===== src/design/vsfp_pkg.sv =====
// Shared types and constants for the vehicle status frame parser.
package vsfp_pkg;

    localparam int unsigned IDX_W     = 33;
    localparam int unsigned HDR_LEN   = 11;
    localparam int unsigned LEN_OFF   = 11;
    localparam int unsigned PAY_OFF   = 27;
    localparam int unsigned TAIL_LEN  = 2;
    localparam int unsigned SHORT_LEN = 132;
    localparam int unsigned LONG_LEN  = 216;
    localparam int unsigned SHORT_AT  = 27;
    localparam int unsigned LONG_AT   = 35;
    localparam logic [7:0]  CR_BYTE   = 8'h0D;
    localparam logic [7:0]  LF_BYTE   = 8'h0A;
    localparam int unsigned Q_DEPTH   = 2;
    localparam int unsigned IN_TDATA_W  = 8;
    localparam int unsigned OUT_TDATA_W = 56;

    localparam logic [7:0] HDR_BYTES [0:HDR_LEN-1] = '{
        8'h23, 8'h4D, 8'h6F, 8'h72, 8'h61, 8'h69, 8'h49, 8'h6E, 8'h66, 8'h6F, 8'h24
    };

    typedef enum logic [2:0] {
        ST_OK        = 3'd0,
        ST_HEADER    = 3'd1,
        ST_LAYOUT    = 3'd2,
        ST_TRUNCATED = 3'd3,
        ST_TAIL      = 3'd4,
        ST_SPEED     = 3'd5
    } status_t;

    // One classified byte on its way from the front to the back.
    typedef struct packed {
        logic [IDX_W-1:0] pos;
        logic [7:0]       data_byte;
        logic             frame_end;
        logic             hdr_ok;
    } item_t;

endpackage


===== src/design/vsfp_front.sv =====
// Front end: accepts bytes, tracks frame position, checks header bytes.
module vsfp_front
    import vsfp_pkg::*;
(
    input  logic       clk,
    input  logic       rst_n,
    input  logic       in_valid,
    input  logic [7:0] in_byte,
    input  logic       in_last,
    input  logic       q_ready,
    output logic       in_ready,
    output logic       q_valid,
    output item_t      q_item
);

    logic [IDX_W-1:0] idx_reg;
    logic [IDX_W-1:0] idx_next;
    logic             xfer;
    logic             hdr_ok;

    assign in_ready = q_ready;
    assign q_valid  = in_valid;
    assign xfer     = in_valid && q_ready;

    always_comb
    begin
        hdr_ok = 1'b1;
        if (idx_reg < IDX_W'(HDR_LEN))
        begin
            hdr_ok = (in_byte == HDR_BYTES[idx_reg[3:0]]);
        end
    end

    always_comb
    begin
        if (in_last)
            idx_next = '0;
        else if (idx_reg != {IDX_W{1'b1}})
            idx_next = idx_reg + IDX_W'(1);
        else
            idx_next = idx_reg;
    end

    always_ff @(posedge clk or negedge rst_n)
    begin
        if (!rst_n)
            idx_reg <= '0;
        else if (xfer)
            idx_reg <= idx_next;
    end

    assign q_item.pos       = idx_reg;
    assign q_item.data_byte = in_byte;
    assign q_item.frame_end = in_last;
    assign q_item.hdr_ok    = hdr_ok;

endmodule


===== src/design/vsfp_queue.sv =====
// Short register queue between front and back.
module vsfp_queue
    import vsfp_pkg::*;
(
    input  logic  clk,
    input  logic  rst_n,
    input  logic  wr_valid,
    input  item_t wr_item,
    output logic  wr_ready,
    output logic  rd_valid,
    output item_t rd_item,
    input  logic  rd_ready
);

    localparam int unsigned PTR_W = (Q_DEPTH > 1) ? $clog2(Q_DEPTH) : 1;
    localparam int unsigned CNT_W = $clog2(Q_DEPTH + 1);

    item_t            mem [Q_DEPTH];
    logic [PTR_W-1:0] wr_ptr_reg;
    logic [PTR_W-1:0] rd_ptr_reg;
    logic [CNT_W-1:0] count_reg;
    logic             push;
    logic             pop;

    assign wr_ready = (count_reg != CNT_W'(Q_DEPTH));
    assign rd_valid = (count_reg != '0);
    assign rd_item  = mem[rd_ptr_reg];
    assign push     = wr_valid && wr_ready;
    assign pop      = rd_valid && rd_ready;

    always_ff @(posedge clk)
    begin
        if (push)
            mem[wr_ptr_reg] <= wr_item;
    end

    always_ff @(posedge clk or negedge rst_n)
    begin
        if (!rst_n)
        begin
            wr_ptr_reg <= '0;
            rd_ptr_reg <= '0;
            count_reg  <= '0;
        end
        else
        begin
            if (push)
                wr_ptr_reg <= (wr_ptr_reg == PTR_W'(Q_DEPTH - 1)) ? '0 : wr_ptr_reg + PTR_W'(1);
            if (pop)
                rd_ptr_reg <= (rd_ptr_reg == PTR_W'(Q_DEPTH - 1)) ? '0 : rd_ptr_reg + PTR_W'(1);
            if (push && !pop)
                count_reg <= count_reg + CNT_W'(1);
            else if (pop && !push)
                count_reg <= count_reg - CNT_W'(1);
        end
    end

endmodule


===== src/design/vsfp_back.sv =====
// Back end: assembles length and fields, checks tail, builds the result.
module vsfp_back
    import vsfp_pkg::*;
(
    input  logic        clk,
    input  logic        rst_n,
    input  logic        q_valid,
    input  item_t       q_item,
    output logic        q_ready,
    output logic        out_valid,
    input  logic        out_ready,
    output logic [2:0]  status_code,
    output logic [7:0]  drive_mode,
    output logic [7:0]  gear,
    output logic [31:0] speed_bits
);

    logic             hm_reg,   hm_next;
    logic [31:0]      len_reg,  len_next;
    logic [7:0]       mode_reg, mode_next;
    logic [7:0]       gear_reg, gear_next;
    logic [31:0]      spd_reg,  spd_next;
    logic [1:0]       tail_reg, tail_next;

    logic             ov_reg;
    logic [2:0]       st_reg;
    logic [7:0]       om_reg;
    logic [7:0]       og_reg;
    logic [31:0]      os_reg;

    logic             pop;
    logic [IDX_W-1:0] pos;
    logic [7:0]       b;
    logic             near;
    logic [5:0]       lo;
    logic [5:0]       base;
    logic [5:0]       off;
    logic             cap_en;
    logic [1:0]       lsel;
    logic [1:0]       ssel;
    logic [IDX_W-1:0] tail_at;
    logic [IDX_W-1:0] tail_at1;
    status_t          code;

    assign q_ready = !q_item.frame_end || !ov_reg || out_ready;
    assign pop     = q_valid && q_ready;

    assign pos      = q_item.pos;
    assign b        = q_item.data_byte;
    assign near     = (pos[IDX_W-1:6] == '0);
    assign lo       = pos[5:0];
    assign tail_at  = IDX_W'(PAY_OFF) + {1'b0, len_reg};
    assign tail_at1 = IDX_W'(PAY_OFF + 1) + {1'b0, len_reg};
    assign lsel     = 2'(lo - 6'(LEN_OFF));
    assign off      = lo - base;
    assign ssel     = 2'(off - 6'd2);

    always_comb
    begin
        hm_next   = hm_reg;
        len_next  = len_reg;
        mode_next = mode_reg;
        gear_next = gear_reg;
        spd_next  = spd_reg;
        tail_next = tail_reg;
        cap_en    = 1'b0;
        base      = 6'(SHORT_AT);
        if (len_reg == 32'(SHORT_LEN))
        begin
            cap_en = 1'b1;
        end
        else if (len_reg >= 32'(LONG_LEN))
        begin
            cap_en = 1'b1;
            base   = 6'(LONG_AT);
        end

        if (pos < IDX_W'(HDR_LEN))
        begin
            hm_next = hm_reg && q_item.hdr_ok;
        end
        else if (pos < IDX_W'(LEN_OFF + 4))
        begin
            len_next[8*lsel +: 8] = b;
        end
        else
        begin
            if (cap_en && near)
            begin
                if (off == 6'd0)
                    mode_next = b;
                else if (off == 6'd1)
                    gear_next = b;
                else if (off >= 6'd2 && off <= 6'd5)
                    spd_next[8*ssel +: 8] = b;
            end
            if (pos == tail_at && b == CR_BYTE)
                tail_next[0] = 1'b1;
            if (pos == tail_at1 && b == LF_BYTE)
                tail_next[1] = 1'b1;
        end
    end

    // pos + 1 < limit is written as pos < limit - 1; saturation never passes.
    always_comb
    begin
        if (pos < IDX_W'(PAY_OFF + TAIL_LEN - 1) || !hm_next)
            code = ST_HEADER;
        else if (len_reg != 32'(SHORT_LEN) && len_reg < 32'(LONG_LEN))
            code = ST_LAYOUT;
        else if (pos < tail_at1)
            code = ST_TRUNCATED;
        else if (tail_next != 2'b11)
            code = ST_TAIL;
        else if (spd_next[30:23] == 8'hFF)
            code = ST_SPEED;
        else
            code = ST_OK;
    end

    always_ff @(posedge clk or negedge rst_n)
    begin
        if (!rst_n)
        begin
            hm_reg   <= 1'b1;
            len_reg  <= '0;
            mode_reg <= '0;
            gear_reg <= '0;
            spd_reg  <= '0;
            tail_reg <= '0;
            ov_reg   <= 1'b0;
        end
        else
        begin
            if (pop)
            begin
                if (q_item.frame_end)
                begin
                    hm_reg   <= 1'b1;
                    len_reg  <= '0;
                    mode_reg <= '0;
                    gear_reg <= '0;
                    spd_reg  <= '0;
                    tail_reg <= '0;
                end
                else
                begin
                    hm_reg   <= hm_next;
                    len_reg  <= len_next;
                    mode_reg <= mode_next;
                    gear_reg <= gear_next;
                    spd_reg  <= spd_next;
                    tail_reg <= tail_next;
                end
            end
            if (pop && q_item.frame_end)
                ov_reg <= 1'b1;
            else if (out_ready)
                ov_reg <= 1'b0;
        end
    end

    always_ff @(posedge clk)
    begin
        if (pop && q_item.frame_end)
        begin
            st_reg <= code;
            om_reg <= (code == ST_OK) ? mode_next : 8'd0;
            og_reg <= (code == ST_OK) ? gear_next : 8'd0;
            os_reg <= (code == ST_OK) ? spd_next  : 32'd0;
        end
    end

    assign out_valid    = ov_reg;
    assign status_code  = st_reg;
    assign drive_mode   = om_reg;
    assign gear         = og_reg;
    assign speed_bits   = os_reg;

endmodule


===== src/design/vehicle_status_frame_parser_top.sv =====
// Top level of the vehicle status frame parser.
// Usage:
//   s_axis carries the frame one byte per transfer (tdata[7:0]); tlast marks
//   the last byte of the frame. m_axis carries exactly one result transfer
//   per frame, issued for the tlast byte: status code, drive mode, gear
//   and raw IEEE single speed bits (mode, gear and speed are zero on error).
//   Status codes: 0 ok, 1 header/short, 2 layout, 3 truncated, 4 tail, 5 speed not finite.
// Structure:
//   front (position counter, header compare) -> 2-entry queue -> back
//   (length assembly, field capture, CR LF check, result register).
// Throughput: one byte per cycle sustained unless a tlast byte waits on a held
//   result (see Stall); the position counter and the back-end update once per byte.
// Result path: with the queue empty, the tlast byte passes the queue register,
//   then the result register, before its result is valid on m_axis.
// Stall: while a result waits in the output register, the back keeps
//   consuming non-last bytes; only the next tlast byte waits, and the queue
//   then fills and deasserts s_axis_tready.
// Reset: rst_n (async, active low) clears frame state and empties the queue;
//   the next byte is byte 0 of a new frame. After each tlast the frame
//   state returns to its reset values as well.
module vehicle_status_frame_parser_top
    import vsfp_pkg::*;
(
    input  logic                   clk,
    input  logic                   rst_n,
    input  logic                   s_axis_tvalid,
    output logic                   s_axis_tready,
    input  logic [IN_TDATA_W-1:0]  s_axis_tdata,   // [7:0] data_byte
    input  logic                   s_axis_tlast,   // frame_end
    output logic                   m_axis_tvalid,
    input  logic                   m_axis_tready,
    output logic [OUT_TDATA_W-1:0] m_axis_tdata    // [2:0] status_code, [10:3] drive_mode,
                                                   // [18:11] gear, [50:19] speed_bits, rest 0
);

    item_t       f_item;
    logic        f_valid;
    logic        f_ready;
    item_t       b_item;
    logic        b_valid;
    logic        b_ready;
    logic [2:0]  status_code;
    logic [7:0]  drive_mode;
    logic [7:0]  gear;
    logic [31:0] speed_bits;

    vsfp_front u_front (
        .clk      (clk),
        .rst_n    (rst_n),
        .in_valid (s_axis_tvalid),
        .in_byte  (s_axis_tdata[7:0]),
        .in_last  (s_axis_tlast),
        .q_ready  (f_ready),
        .in_ready (s_axis_tready),
        .q_valid  (f_valid),
        .q_item   (f_item)
    );

    vsfp_queue u_queue (
        .clk      (clk),
        .rst_n    (rst_n),
        .wr_valid (f_valid),
        .wr_item  (f_item),
        .wr_ready (f_ready),
        .rd_valid (b_valid),
        .rd_item  (b_item),
        .rd_ready (b_ready)
    );

    vsfp_back u_back (
        .clk          (clk),
        .rst_n        (rst_n),
        .q_valid      (b_valid),
        .q_item       (b_item),
        .q_ready      (b_ready),
        .out_valid    (m_axis_tvalid),
        .out_ready    (m_axis_tready),
        .status_code  (status_code),
        .drive_mode   (drive_mode),
        .gear         (gear),
        .speed_bits   (speed_bits)
    );

    assign m_axis_tdata = {5'd0, speed_bits, gear, drive_mode, status_code};

endmodule


===== config.mk =====
export PLATFORM = sky130hd
export DESIGN_NAME = vehicle_status_frame_parser_top
export DESIGN_NICKNAME = d
export VERILOG_FILES = /design/src/design/vsfp_pkg.sv /design/src/design/vsfp_front.sv /design/src/design/vsfp_queue.sv /design/src/design/vsfp_back.sv /design/src/design/vehicle_status_frame_parser_top.sv
export SDC_FILE = /design/constraint.sdc
export NUM_CORES = 1
export LEC_CHECK = 0
export BUFFER_PORTS_ARGS = -buffer_cell sky130_fd_sc_hd__buf_2
export CAP_MARGIN = 25
export CORE_AREA = 2 2 233 257
export DETAILED_ROUTE_END_ITERATION = 12
export DIE_AREA = 0 0 235 259
export SLEW_MARGIN = 10
export SYNTH_ARGS = -nofsm -noshare
export SYNTH_HDL_FRONTEND = slang
export SYNTH_SLANG_ARGS = --single-unit

===== constraint.sdc =====
create_clock -name clk -period 13.3 [get_ports clk]
set_input_delay 1.33 -clock clk [delete_from_list [all_inputs] [get_ports clk]]
set_output_delay 1.33 -clock clk [all_outputs]
set_load 0.01 [all_outputs]

==> results of run 1 <==
## cell families (layout without fill, tap and decap cells)
kind of cell	Yosys count	count (layout)	share of synthesized area (%)
xor gates and xnor gates	98	98	6.157
adders and majority gates	55	55	4.769
buffers and inverters	115	181	3.599
and+or+nand+nor	520	520	17.89
DFF	258	258	49.51
other	1	5	0.02599
AOI/OAI and AO/OA	247	247	11.26
muxes	91	91	6.798
## worst max path at each step
| stage | from | to | slack, ns |
|---|---|---|---|
| 6_report | u_back.len_reg[3]$_DFFE_PN0P_ | u_back.status_code[2]$_DFFE_PP_ | 7.75 |
| 2_1_floorplan | m_axis_tready | u_back.len_reg[10]$_DFFE_PN0P_ | 8.11 |
| 5_1_grt | u_back.len_reg[3]$_DFFE_PN0P_ | u_back.speed_bits[17]$_SDFFCE_PP0P_ | 7.36 |
| 3_5_place_dp | u_back.len_reg[27]$_DFFE_PN0P_ | u_back.speed_bits[12]$_SDFFCE_PP0P_ | 7.91 |
| 3_3_place_gp | u_back.len_reg[27]$_DFFE_PN0P_ | u_back.speed_bits[13]$_SDFFCE_PP0P_ | 7.72 |
| 4_1_cts | u_back.len_reg[27]$_DFFE_PN0P_ | u_back.speed_bits[28]$_SDFFCE_PP0P_ | 7.83 |
## per-stage QoR
| stage | hold WS, ns | setup slack [ns] |
|---|---|---|
| floorplan | 0.4402 | 8.106 |
| global placement | 0.4570 | 7.722 |
| detailed placement | 0.4626 | 7.906 |
| CTS | 0.4773 | 7.828 |
| global route | 0.4991 | 7.363 |
| finish | 0.4721 | 7.750 |
## layer usage
metal | global-route usage (%) | up-vias | wire (um)
met4 | 4.430 | 0 | 1379
met2 | 20.99 | 357 | 18470
li1 | - | 5179 | -
met5 | 0 | - | 0
met3 | 1.553 | 83 | 2073
met1 | 16.73 | 5488 | 17180
## layout make-up
class	count	share of cell area (%)
Timing Repair Buffer	92	3.330
Tap cell	760	5.739
Clock inverter	13	0.8458
Sequential cell	258	43.12
Inverter	37	0.8382
Clock buffer	39	4.916
Multi-Input combinational cell	1016	41.21
## placed cells by master (no fill, tap or decap), drive strengths merged, types with 10 or more instances in the layout
cell     Yosys  layout
or3         10      10
nand3       45      45
nor3        76      76
edfxtp     137     137
nor2b       15      15
clkbuf      37      40
mux2        56      56
and3        16      16
a21oi       37      37
xor2        52      52
nand4       42      42
nor4        31      31
a22oi       17      17
dfrtp      120     120
a2111oi     12      12
a21o        15      15
o21ai      103     103
inv         36      39
nor2       114     114
mux2i       35      35
ha          55      55
buf         41      90
xnor2       44      44
nand2      122     122
a211oi      11      11
## worst max-delay path, stage by stage, from the launching register on
cell	delay (ns)
dfrtp_1	0.49
inv_1	0.14
ha_1	0.24
nand2b_1	0.11
nand2_1	0.14
nor3_1	0.43
nand3_1	0.30
nor3_1	0.46
nand4_1	0.20
or2_2	0.31
ha_1	0.30
nand4_1	0.12
or2_2	0.33
nor4_1	0.34
a31oi_1	0.20
nor4_1	0.53
a21oi_4	0.10
buf_4	0.30
o211a_1	0.27
## synthesized netlist by cell type (5+ instances only)
master       n
inv_1       34
nor3_1      76
buf_4        8
o22ai_1      5
mux2_2      55
a22oi_1     17
o21ai_0     96
nor4_1      31
nand4_1     42
o31ai_1      9
dfrtp_1    120
nor2_1     114
nand2_1    121
xor2_1      52
mux2i_1     35
edfxtp_1   137
clkbuf_1    36
or2_2        9
or3_1       10
xnor2_1     44
buf_2       27
nand3_1     44
a2111oi_0    6
o21ai_1      7
nor2b_1     15
nand2b_1     8
and4_1       6
a211oi_1    11
and2_1       9
a21o_1      15
ha_1        55
a21oi_1     37
and3_1      16
## power breakdown
part / switching [mW] / leakage [nW] / total [mW] / internal (mW)
Combinational: 1.00 / 2.85 / 1.52 / 0.517
Clock: 0.329 / 0.457 / 0.799 / 0.470
Sequential: 0.103 / 3.02 / 1.13 / 1.03
==> run metrics, run 1 <==
status=complete, no violations; critical path data arrival time=5.85 ns; Sink Count=258; Final Cycle Share=41.73%; Main synth FF type=edfxtp_1; CP Launch Type=register; setup TNS=0 ns; crit end category=register; Die Wd=235 um; share of cells above drive strength 1=15.40%; Resize count post-CTS=0; vias in the first global route=10,810; CTS H-tree lvls=1; FP Rows=93; Sequential Area=7144 um2; placed cell count=2,161; first-pass detailed-route iteration total=5; Layout Skew=0.01276 ns; area of the multi-input gates=6828 um2; Worst slew margin=38.50%; die area=60,870 um2; Hold Buf Count CTS=0; Hold Path Origin=u_back.spd_reg[31]$_DFFE_PN0P_; first-pass GRT wire length=61.82 mm; fin. max-slew vios=0; CTS tree=built; Synth cell types=75; final instance area=16,570 um2; worst ir drop on vdd=0.1136 mV; Post-DRT Antenna Nets=0; CTS clk-pin slew, worst paths=0.07 ns; area post-placement=15,600 um2; Worst EP required=13.60 ns; asr flop ratio synth=46.90%; Tot Pwr=3.446 mW; ant diodes=0; worst reg2reg startpoint=u_back.len_reg[3]$_DFFE_PN0P_; endpoints failing setup=0; crit-path max FO=50; Worst Max-Slew Pin Slew=0.9226 ns; initial core utilization=24.75%; capture point of the worst reg-to-reg path=u_back.status_code[2]$_DFFE_PP_; Finished Core Util=28.42%; max reg flops=86; synthesized cell area=14,430 um2; Inserted Clock Buffers=28; Syn. warnings=0; fill count=5,956; worst reg2reg path depth=18; maximum number of pins on one net before global-route repair=69; Clk Tree Root Cell=clkbuf_16; Die Y=259 um; layout net count=1,501; synthesized flop and latch total=258; hold path cells=2; crit path time final=5.551 ns; top cell type by total area after synthesis=edfxtp_1; post-DP HPWL=28.49 mm; number of synthesized flops with an enable pin=137; core area=58,300 um2; First DRT Iteration DRCs=896; Pleak=6.323 nW; Mapped Cells=1,385; via count=11,110; R2R setup slack=7.75 ns; Non-Filler Instances=2,215; drt total wl=39.11 mm; Yosys top cell area share=28.51%; Max clock buf depth=3; placer congestion estimate=0.9343; clk_lat worst skew=0.55 ns; critical path class=reg2reg; total count of hold-check failures in the final report=0; RSZ-0062 raised after global routing=false; Fmax achieved=0.1802 GHz; setup bufs post-CTS=0; Avg Inst Size Synth=10.42 um2; # port buffers=65; per-cell routed wire length=17.65 um; drc violations=0; Global Route Usage Sum=12.55%; total congestion overflow=0; PD cells=208.0 nW/um2; worst hold endpoint=u_back.spd_reg[31]$_DFFE_PN0P_; Worst Hold Class=reg2reg; area delta synth->final=14.83%; Vias per Instance=5.014; Synth area leaders=edfxtp_1, dfrtp_1, ha_1; Seq/Total Area, Yosys=49.51%; initial antenna violation count=0; Max Cap Viol=0; io pins=71
(Power assumes the default switching activity.)
==> run 2, diff against run 1 <==
ABC_AREA = 1   (was not set)
CORE_AREA = 2 2 238 264   (was 2 2 233 257)
DIE_AREA = 0 0 240 266   (was 0 0 235 259)
clock period = 5.51 ns   (was 13.3 ns; I/O delays follow)
==> run 2 against run 1 <==
Hold slack got worse by 0.46 ns. Flip-flop and latch count unchanged. Setup slack got worse by 6.8 ns. Via count increased by 11%. Core utilization decreased by 0.29 points. Synthesized area increased by 4.9%. Combinational power increased to 3.4 times the previous value. Final cell count increased by 23%. Critical path depth increased by 7. Fmax increased by 22%.
==> run metrics, run 2 <==
endpoints failing setup=0 (unchanged); Die Wd=240 um (+2.1%); capture point of the worst reg-to-reg path=u_back.speed_bits[2]$_SDFFCE_PP0P_; crit end category=register; R2R setup slack=0.96 ns (-6.79 ns); clk_lat worst skew=0.57 ns (+0.02 ns); Synth cell types=62 (-17%); per-cell routed wire length=15.23 um (-14%); Vias per Instance=4.515 (-10%); sw frac=48.49% (+7.0 points); Logic pwr share=52.9% (+8.9 points); synthesized flop and latch total=258 (unchanged); worst ir drop on vdd=0.7376 mV (+550%); # port buffers=65 (unchanged); layout net count=1,938 (+29%); Sequential Area=7144 um2 (unchanged); setup TNS=0 ns (unchanged); Seq/Total Area, Yosys=47.18% (-2.3 points); clock share of power=19.7% (-3.5 points); placer congestion estimate=0.9513 (+1.8%); FP Rows=96 (+3.2%); Sink Count=258 (unchanged); top cell type by total area after synthesis=edfxtp_1; Main synth FF type=edfxtp_1; Die Y=266 um (+2.7%); synthesized cell area=15,140 um2 (+4.9%); Inserted Clock Buffers=29 (+3.6%); post-DP HPWL=30.91 mm (+8.5%); Post-Place Setup Slack=0.9943 ns (-6.912 ns); Final WS setup=0.9643 ns (-6.785 ns); Clk Tree Root Cell=clkbuf_16; CTS clk-pin slew, worst paths=0.07 ns (about the same); first-pass detailed-route iteration total=7 (+2); status=complete, no violations; most common cell in the synthesized netlist=nand2_1; Hold Buf Count CTS=0 (unchanged); die area=63,840 um2 (+4.9%); Pleak=7.044 nW (+11%); core area=61,500 um2 (+5.5%); CTS tree=built; Non-Filler Instances=2,726 (+23%); top post-synthesis cells by count=nand2_1, inv_1, nor2_1; setup bufs post-CTS=0 (unchanged); Global Route Usage Sum=12.93% (+0.38 points); fill count=6,636 (+11%); RSZ-0062 raised after global routing=false; Avg Inst Size Synth=8.355 um2 (-20%); placed cell count=2,671 (+24%); maximum number of pins on one net before global-route repair=53 (-23%); vias in the first global route=11,720 (+8.4%); worst reg2reg startpoint=u_back.len_reg[28]$_DFFE_PN0P_; Post-DRT Antenna Nets=0 (unchanged); commonest non-fill, non-tap cell in the layout=nand2_1; Yosys top cell area share=27.17% (-1.3 points); asr flop ratio synth=46.90% (unchanged); register share of total power=27.4% (-5.4 points); Worst slew margin=36.01% (-2.5 points); critical path class=reg2reg; number of synthesized flops with an enable pin=137 (unchanged); first-pass GRT wire length=65.52 mm (+6.0%); critical path data arrival time=4.83 ns (-1.02 ns); Mapped Cells=1,812 (+31%); most frequent cells in the layout=nand2_1, inv_1, nor2_1, o21ai_0, edfxtp_1; Finished Core Util=28.13% (-0.29 points); Synth area leaders=edfxtp_1, dfrtp_1, nand2_1; Worst Hold Class=in2async; initial antenna violation count=1 (+1); Max clock buf depth=3 (unchanged); Resize count post-CTS=0 (unchanged); total internal power=5.082 mW (+150%); worst reg2reg path depth=25 (+7); Worst EP required=5.80 ns (-7.80 ns); crit-path max FO=49 (-2.0%); fin. max-slew vios=0 (unchanged); share of cells above drive strength 1=11.04% (-4.4 points); PD cells=570.2 nW/um2 (+170%); Syn. warnings=0 (unchanged); max reg flops=86 (unchanged); Worst Max-Slew Pin Slew=0.9525 ns (+0.02993 ns); via count=12,310 (+11%); drt total wl=41.51 mm (+6.1%); switching pwr=4.783 mW (+230%); crit path time final=4.546 ns (-1.005 ns); Fmax achieved=0.2200 GHz (+22%); CP Launch Type=register; Max Cap Viol=0 (unchanged); area of the multi-input gates=6783 um2 (-0.66%); ant diodes=0 (unchanged); Layout Skew=0.01840 ns (+0.005638 ns); area delta synth->final=14.28%; First DRT Iteration DRCs=1,015 (+13%); CTS H-tree lvls=1 (unchanged); Final Cycle Share=82.50% (+41 points); initial core utilization=24.62% (-0.13 points); io pins=71 (unchanged); drc violations=0 (unchanged); total count of hold-check failures in the final report=0 (unchanged); total congestion overflow=0 (unchanged)
==> run 2: cell types whose count changed after synthesis, moves of 19 or more <==
| cell | change |
|---|---|
| buf_2 | -19 |
| inv_1 | +193 |
| mux2_2 | -55 |
| nor3_2 | +23 |
| xnor2_1 | -34 |
| nor2_1 | +45 |
| nand2_1 | +310 |
| o21ai_0 | +45 |
| nand3_1 | +62 |
| mux2i_1 | -35 |
==> run 2: area by class of cell <==
class | instances | area share (%)
clock buffers | 36 | 4.404
well taps | 833 | 6.024
clock inverters | 18 | 1.099
multi-input cells | 1262 | 39.20
inverters | 235 | 5.113
repair buffers | 84 | 2.864
flip-flops and latches | 258 | 41.29
==> run 2: per-stage QoR <==
step           total power [mW]  hold WS, ns  area, um2
6_report                  9.865     0.009827      17300
3_3_place_gp              7.889       0.4622      16340
2_1_floorplan             6.634       0.2554      15150
3_5_place_dp              7.929       0.4722      16340
5_1_grt                   10.56      0.03853      17300
4_1_cts                   9.906      0.01921      17290
==> run 2: worst max path at each step <==
stage                                   start                                  end  slack (ns)  depth (start not counted)
2_1_floorplan  u_queue.rd_ptr_reg$_DFFE_PN0P_  u_back.speed_bits[21]$_SDFFCE_PP0P_        1.72                         25
3_3_place_gp   u_queue.rd_ptr_reg$_DFFE_PN0P_   u_back.speed_bits[7]$_SDFFCE_PP0P_         1.0                         21
3_5_place_dp   u_queue.rd_ptr_reg$_DFFE_PN0P_   u_back.speed_bits[2]$_SDFFCE_PP0P_        0.99                         21
4_1_cts        u_back.len_reg[24]$_DFFE_PN0P_   u_back.speed_bits[2]$_SDFFCE_PP0P_        0.97                         25
5_1_grt        u_back.len_reg[28]$_DFFE_PN0P_   u_back.speed_bits[2]$_SDFFCE_PP0P_        0.51                         25
6_report       u_back.len_reg[28]$_DFFE_PN0P_   u_back.speed_bits[2]$_SDFFCE_PP0P_        0.96                         25
==> run 2: critical path, stage by stage, from the launching register on <==
cell      delay, ns
dfrtp_1        0.41
inv_1          0.18
nand2_1        0.07
nor2_1         0.10
nand2_1        0.13
nor2_1         0.20
nand3b_1       0.30
ha_1           0.49
a21o_1         0.21
a21oi_1        0.16
nand2_1        0.07
nand2_1        0.08
nand3_1        0.09
nand2_2        0.18
nand3_4        0.13
nor2_4         0.21
nand4_1        0.11
nand2_1        0.11
nand2_1        0.06
nor2_1         0.22
nand2_1        0.09
nand2_1        0.06
nand2_1        0.08
nor2_4         0.13
buf_12         0.26
nor3_1         0.11
==> run 2: power groups by stage <==
stage | registers, mW | clock network [mW] | logic (mW)
floorplan | 2.76 | 0 | 3.87
global placement | 2.74 | 0 | 5.15
detailed placement | 2.74 | 0 | 5.19
CTS | 2.70 | 2.00 | 5.21
global route | 2.74 | 2.07 | 5.75
finish | 2.70 | 1.95 | 5.22
==> run 2: layer usage <==
layer / wire length (um) / vias up / share of wire (%) / GRT usage (%)
met1: 19250 / 5769 / 46 / 18.24
li1: - / 6130 / - / -
met4: 1099 / 2 / 2.6 / 3.525
met2: 18760 / 339 / 45 / 20.48
met3: 2375 / 68 / 5.7 / 2.020
met5: 13 / - / 0.031 / 0
==> run 2: logic make-up (layout without fill, tap and decap cells) <==
family	after synthesis	count (layout)	share of synthesized area (%)
fa+ha+maj	55	55	4.545
flops	258	258	47.18
other cells	1	5	0.02477
xor+xnor	67	67	4.000
buf+inv	296	373	8.306
simple gates	865	865	25.55
compound gates	270	270	10.39
